<file path="config.mk">
export PLATFORM = sky130hd
export DESIGN_NAME = ias_ctrl
export DESIGN_NICKNAME = d
export VERILOG_FILES = /design/src/rtl/core/ias_pkg.sv /design/src/rtl/core/ias_ctrl.sv
export SDC_FILE = /design/constraint.sdc
export NUM_CORES = 1
export LEC_CHECK = 0
export BUFFER_PORTS_ARGS = -buffer_cell sky130_fd_sc_hd__buf_2
export CAP_MARGIN = 10
export CORE_AREA = 10 10 47 49
export CTS_BUF_LIST = sky130_fd_sc_hd__clkbuf_8
export DETAILED_ROUTE_END_ITERATION = 16
export DIE_AREA = 0 0 57 59
export HOLD_SLACK_MARGIN = 0.08
export PLACE_DENSITY = 0.5
export SETUP_SLACK_MARGIN = 0.5
export SLEW_MARGIN = 20
export SYNTH_ARGS = -nofsm -noshare
export SYNTH_HDL_FRONTEND = slang
export SYNTH_SLANG_ARGS = --single-unit
</file>
<file path="constraint.sdc">
create_clock -name clock -period 1.2 [get_ports clock]
set_input_delay 0.12 -clock clock [delete_from_list [all_inputs] [get_ports clock]]
set_output_delay 0.12 -clock clock [all_outputs]
set_load 0.03 [all_outputs]
</file>
<file path="src/rtl/core/ias_pkg.sv">
package ias_pkg;

   localparam int IDX_W  = 12;
   localparam int DATA_W = 32;

   typedef enum logic [4:0] {
      ST_CLEAR  = 5'b00001,
      ST_IDLE   = 5'b00010,
      ST_LOOK   = 5'b00100,
      ST_LINK   = 5'b01000,
      ST_DECIDE = 5'b10000
   } state_type;

   typedef struct packed {
      logic clear_wr;
      logic capture;
      logic look;
      logic link;
      logic commit;
   } cmd_type;

   typedef struct packed {
      logic clear_done;
      logic out_free;
   } status_type;

endpackage

</file>
<file path="src/rtl/core/ias_ctrl.sv">
module ias_ctrl (
   input  logic               clock,
   input  logic               reset,
   input  logic               req_valid,
   output logic               req_stall,
   input  ias_pkg::status_type status,
   output ias_pkg::cmd_type    cmd
);

   import ias_pkg::*;

   state_type state_ff;
   state_type state_in;
   logic      accept;

   assign req_stall = !((state_ff == ST_IDLE) ||
                        ((state_ff == ST_DECIDE) && status.out_free));
   assign accept    = req_valid && !req_stall;

   always_comb begin
      state_in     = state_ff;
      cmd          = '0;
      cmd.capture  = accept;
      unique case (state_ff)
         ST_CLEAR: begin
            cmd.clear_wr = 1'b1;
            if (status.clear_done) begin
               state_in = ST_IDLE;
            end
         end
         ST_IDLE: begin
            if (req_valid) begin
               state_in = ST_LOOK;
            end
         end
         ST_LOOK: begin
            cmd.look = 1'b1;
            state_in = ST_LINK;
         end
         ST_LINK: begin
            cmd.link = 1'b1;
            state_in = ST_DECIDE;
         end
         ST_DECIDE: begin
            if (status.out_free) begin
               cmd.commit = 1'b1;
               state_in   = req_valid ? ST_LOOK : ST_IDLE;
            end
         end
         default: begin
            state_in = ST_CLEAR;
         end
      endcase
   end

   always_ff @(posedge clock) begin
      if (reset) begin
         state_ff <= ST_CLEAR;
      end else begin
         state_ff <= state_in;
      end
   end

endmodule

</file>
==> impl_metrics.json, run 1 <==
{
  "status": "finished, violations left",
  "violations": "setup timing",
  "dr.pass1.iters": 4,
  "cts_inserted_buffers": 3,
  "stdcell_area_um2": 671,
  "p_clk_share_pct": 36.3,
  "root_buffer": "clkbuf_8",
  "pwr-share-seq_pct": 26.5,
  "die_h_um": 59,
  "hold_viol_final": 0,
  "initial_core_util_pct": 26.3,
  "ys_ff_latch": 5,
  "routabilityCongestion": 0.806,
  "power_density_nw_per_um2": 1230,
  "largest_register_ffs": 5,
  "die_x_um": 57,
  "hold_class": "primary input to flop",
  "n_fill_cell": 127,
  "clock_latency_ns": 0.22,
  "post-route-min-period_ns": 1.31,
  "final-setup-viol-count": 6,
  "area_growth_syn_to_layout_pct": 81.7,
  "grtUsageTotal_pct": 6.00,
  "sw_frac_of_total_pct": 29.9,
  "end_kind": "output port",
  "fin_util_pct": 47.9,
  "setup_ws_ns": -0.114,
  "vias": 387,
  "pin_count": 11,
  "cts_tree": "built",
  "worst_pin_slew_ns": 0.244,
  "synth_top_area_share_pct": 27.1,
  "row_count": 14,
  "hpwl_um": 652,
  "synth_area_leaders": "dfxtp_1 (27%), nor2b_1 (5.1%), nor2_1 (4.1%)",
  "ys_warn_count": 0,
  "reg_top3": "state_ff: 5 flops",
  "critPathTopFamily": "flip-flops",
  "setup_tns_ns": -0.267,
  "p_int_uw": 578,
  "async_reset_ff_share_pct": 0,
  "final_layout_size_suffix_gt1_share_pct": 73.0,
  "final_cell_mix": "buf_6 (9), buf_4 (6), buf_2 (4), dfxtp_4 (4)",
  "slew_headroom_pct": 83.6,
  "critPathBufInv": 1,
  "start_kind": "flop",
  "ys.flop_type": "dfxtp_1",
  "holdBufCountCts": 0,
  "syn_area_um2": 369,
  "mostFrequentLayoutCell": "buf_6",
  "syn-num-nets": 48,
  "fin_worst_skew_ns": 0.00161,
  "slowest_delay_ns": 0.38,
  "grt_overflow": 0,
  "fin_hold_ws_ns": 0.125,
  "rsz0062_at_grt": "yes",
  "yosysSeqAreaShare_pct": 27.1,
  "switchingPower_uw": 247,
  "required_ns": 1.08,
  "viasPerCell": 4.90,
  "clock_path_buffers": 2,
  "path_clk_slew_ns": 0.04,
  "synth.largest_area_cell": "dfxtp_1",
  "finalCritPeriodShare_pct": 110,
  "grt_pass1_wl_mm": 1.66,
  "grt_pass1_vias": 367,
  "drc": 0,
  "synth_edf_count": 0,
  "post_dp_cell_area_um2": 458,
  "crit_type": "flop to output port",
  "power_leakage_uw": 0.000287,
  "fp.dieArea_um2": 3360,
  "final-max-slew-violation-count": 0,
  "cts_sinks": 5,
  "diodes": 0,
  "dp_slack_ns": 0.0110,
  "cp_slowest_cell": "dfxtp_4",
  "grt_antenna_before_repair": 0,
  "finish.net_count": 69,
  "grt_max_degree": 11,
  "synth_area_per_cell_um2": 8.58,
  "syn_inst": 43,
  "drv_cap": 0,
  "top_register": "state_ff",
  "timing.fmax_ghz": 0.761,
  "worst-path-max-fanout": 6,
  "p_comb_share_pct": 37.2,
  "htree_levels": 1,
  "finalWirelength_mm": 1.05,
  "drtIter0Drc": 8,
  "route.detailed.wl_per_inst_um": 13.2,
  "cp.arrival_ns": 1.19,
  "port_buffers": 10,
  "peakVddDrop_uv": 911,
  "synthDistinctLibCells": 29,
  "core_um2": 1400,
  "final_antenna_net_count": 0,
  "crit_chain": "and3b_2 -> o211a_1 -> buf_6"
}
-- cell usage after synthesis (2+ instances only) --
master / n
buf_2: 2
nor2b_1: 3
and2_1: 2
and3_1: 2
nor2_1: 4
o31ai_1: 2
nor3b_1: 2
dfxtp_1: 5
-- logic make-up after synthesis --
kind of cell	share of synthesized area (%)
AO/OA/AOI/OAI	18.6
AND/OR/NAND/NOR	46.1
flip-flops	27.1
buffers and inverters	5.76
XOR/XNOR	2.37
-- power groups by stage --
stage | logic [µW] | registers [µW] | clock network, µW
final | 307 | 219 | 299
after global routing | 329 | 223 | 323
after CTS | 228 | 219 | 306
after detailed placement | 191 | 224 | 0
after global placement | 194 | 224 | 0
after floorplan | 186 | 199 | 0
-- per-layer routing --
metal	vias up	part of all wire, %	GRT usage (%)
met5	-	0	0
met3	0	3.9	3.22
met4	0	0	1.01
met1	183	41	6.15
met2	8	55	10.7
li1	196	-	-
-- worst reg2reg max path: cells and delay by family (launching register included) --
family | cells | cell delay [ns]
compound gates | 1 | 0.17
buf+inv | 2 | 0.22
flops | 1 | 0.38
simple gates | 2 | 0.37
-- final timing paths --
path / depth (start not counted) / endpoint / slack, ns / startpoint
max: 3 / cmd[3] / -0.11 / state_ff[1]$_SDFFE_PP0P_
max reg2reg: 5 / state_ff[1]$_SDFFE_PP0P_ / -0.02 / state_ff[1]$_SDFFE_PP0P_
min reg2reg: 3 / state_ff[1]$_SDFFE_PP0P_ / 0.58 / state_ff[3]$_SDFFE_PP0P_
min: 2 / state_ff[3]$_SDFFE_PP0P_ / 0.13 / reset
-- cell type report --
cell class,count,area (µm²),area share (%)
clock inverters,1,3.75,0.560
clock buffers,3,41.3,6.16
repair buffers,19,166,24.8
multi-input cells,34,319,47.6
well taps,16,20.0,2.99
flip-flops and latches,5,116,17.4
inverters,1,3.75,0.560
-- timing repair --
action	in CTS	in global routing
setup endpoints to repair	11	11
pin swaps	3	5
buffers inserted	3	6
gates resized for setup	15	21
-- stage by stage --
step / total power (µW) / std cells
6_report: 825 / 79
5_1_grt: 875 / 79
4_1_cts: 752 / 73
3_5_place_dp: 416 / 66
3_3_place_gp: 418 / 66
2_1_floorplan: 385 / 43
No activity file was read; power rests on OpenSTA's default activity.
==> run 2: changes to the inputs <==
ABC_AREA = 1   (was default)
PLACE_DENSITY = 0.47   (was 0.5)
==> impl_metrics.json, run 2 <==
{
  "status": "finished, violations left",
  "violations": "setup timing",
  "slowest_delay_ns": 0.33,
  "holdBufCountCts": 0,
  "power_leakage_uw": 0.000280,
  "end_kind": "output port",
  "critPathMostFrequentCell": "nand2_2",
  "critPathTopFamily": "simple AND/OR/NAND/NOR gates",
  "async_reset_ff_share_pct": 0,
  "diodes": 0,
  "setup_ws_ns": -0.127,
  "final_layout_size_suffix_gt1_share_pct": 57.4,
  "port_buffers": 10,
  "syn_inst": 51,
  "ys_warn_count": 0,
  "dr.pass1.iters": 4,
  "clock_latency_ns": 0.22,
  "sw_frac_of_total_pct": 31.3,
  "hold_viol_final": 0,
  "core_um2": 1400,
  "vias": 365,
  "routabilityCongestion": 0.785,
  "synthDistinctLibCells": 16,
  "drc": 0,
  "mostFrequentLayoutCell": "inv_1",
  "synth_edf_count": 0,
  "cp.arrival_ns": 1.21,
  "rrSetupSlack_ns": 0.02,
  "post-route-min-period_ns": 1.33,
  "finalCritPeriodShare_pct": 111,
  "rsz0062_at_grt": "yes",
  "peakVddDrop_uv": 843,
  "drtIter0Drc": 2,
  "hpwl_um": 628,
  "p_clk_share_pct": 42.6,
  "ys_ff_latch": 5,
  "crit_type": "flop to output port",
  "report.power.total_uw": 705,
  "viasPerCell": 4.35,
  "grt_pass1_vias": 356,
  "grt_pass1_wl_mm": 1.29,
  "syn-num-nets": 56,
  "crit_chain": "nor2_4 -> nand3_2 -> inv_2 -> nand2_2 -> nand2_2 -> nand2_2 -> inv_2 -> buf_6",
  "start_kind": "flop",
  "die_x_um": 57,
  "reg_top3": "state_ff: 5 flops",
  "fin_worst_skew_ns": 0.00280,
  "syn_area_um2": 327,
  "largest_register_ffs": 5,
  "die_h_um": 59,
  "htree_levels": 1,
  "slew_headroom_pct": 85.8,
  "ys.flop_type": "dfxtp_1",
  "grt_antenna_before_repair": 0,
  "yosysMostFrequentCell": "inv_1",
  "final-max-slew-violation-count": 0,
  "yosysSeqAreaShare_pct": 30.7,
  "stdcell_area_um2": 508,
  "synth_area_per_cell_um2": 6.40,
  "worst_pin_slew_ns": 0.212,
  "p_int_uw": 484,
  "finish.net_count": 74,
  "cp_slowest_cell": "dfxtp_2",
  "final-setup-viol-count": 6,
  "yosys-top-cells-count": "inv_1 (15), nor2_1 (6), dfxtp_1 (5), nand3_1 (5), nand4_1 (4)",
  "p_comb_share_pct": 27.9,
  "top_register": "state_ff",
  "row_count": 14,
  "power_density_nw_per_um2": 1390,
  "critPathBufInv": 3,
  "fp.dieArea_um2": 3360,
  "required_ns": 1.08,
  "cts_tree": "built",
  "grt_max_degree": 6,
  "hold_class": "primary input to flop",
  "grt_overflow": 0,
  "worst-path-max-fanout": 5,
  "grtUsageTotal_pct": 5.05,
  "drv_cap": 0,
  "final_cell_mix": "inv_1 (12), buf_2 (6)",
  "route.detailed.wl_per_inst_um": 9.33,
  "area_growth_syn_to_layout_pct": 55.6,
  "cts_sinks": 5,
  "final_antenna_net_count": 0,
  "pin_count": 11,
  "path_clk_slew_ns": 0.03,
  "clock_path_buffers": 2,
  "synth_top_area_share_pct": 30.7,
  "finalWirelength_um": 784,
  "initial_core_util_pct": 23.3,
  "pwr-share-seq_pct": 29.5,
  "synth_area_leaders": "dfxtp_1 (31%), inv_1 (17%), nand3_1 (7.7%)",
  "synth.largest_area_cell": "dfxtp_1",
  "post_dp_cell_area_um2": 414,
  "timing.fmax_ghz": 0.754,
  "switchingPower_uw": 220,
  "root_buffer": "clkbuf_8",
  "cts_inserted_buffers": 3
}
-- run 2: final timing paths --
| path | depth (start not counted) | start | endpoint |
|---|---|---|---|
| worst max-delay path | 8 | state_ff[2]$_SDFFE_PP0P_ | cmd[3] |
| worst min-delay path | 2 | reset | state_ff[2]$_SDFFE_PP0P_ |
| worst max register to register | 9 | state_ff[2]$_SDFFE_PP0P_ | state_ff[2]$_SDFFE_PP0P_ |
| worst min register to register | 3 | state_ff[3]$_SDFFE_PP0P_ | state_ff[3]$_SDFFE_PP0P_ |
-- run 2: kinds of logic after synthesis --
logic type | share of synthesized area, %
AO/OA/AOI/OAI | 4.59
buffers and inverters | 20.7
flip-flops | 30.7
AND/OR/NAND/NOR | 44.1
-- run 2: power groups by stage --
stage	Combinational, µW	Clock, µW	Sequential [µW]
2_1_floorplan	131	0	206
3_3_place_gp	172	0	209
3_5_place_dp	171	0	209
4_1_cts	196	306	208
5_1_grt	215	319	212
6_report	197	300	208
-- run 2: what timing repair did --
item                       CTS  global route
setup buffers                2             0
hold endpoints to repair     0             0
resized for setup           10             1
pin swaps                    3             0
setup endpoints to repair   11            11
-- run 2: final cells by class --
class | instances | area (µm²)
Clock buffer | 3 | 41.3
Tap cell | 16 | 20.0
Clock inverter | 1 | 3.75
Multi-Input combinational cell | 29 | 175
Inverter | 16 | 60.1
Timing Repair Buffer | 14 | 101
Sequential cell | 5 | 106
Fill cell | 164 | 893
-- run 2: per-layer routing --
layer / part of all wire (%) / vias up / track usage, %
li1: - / 188 / -
met1: 41 / 168 / 3.91
met2: 52 / 9 / 8.53
met3: 6.9 / 0 / 3.65
met4: 0 / 0 / 4.03
met5: 0 / - / 0
-- run 2: worst register-to-register path: stages, from the launching register on --
cell	delay (ns)
dfxtp_2	0.33
nor2_4	0.17
nand3_2	0.10
inv_2	0.06
nand2_2	0.05
nand2_2	0.06
nand2_2	0.06
buf_4	0.13
buf_4	0.12
nor2_2	0.06
-- run 2: metrics by stage --
| step | setup slack, ns | setup TNS (ns) | hold slack [ns] | util, % | instances |
|---|---|---|---|---|---|
| after global placement | 0.0348 | 0 | 0.339 | 29.6 | 78 |
| after global routing | -0.224 | -0.950 | 0.117 | 36.3 | 84 |
| after CTS | -0.122 | -0.410 | 0.105 | 35.9 | 84 |
| final | -0.127 | -0.392 | 0.103 | 36.3 | 84 |
| after floorplan | 0.138 | 0 | 0.182 | - | 51 |
| after detailed placement | 0.0318 | 0 | 0.342 | 29.6 | 78 |
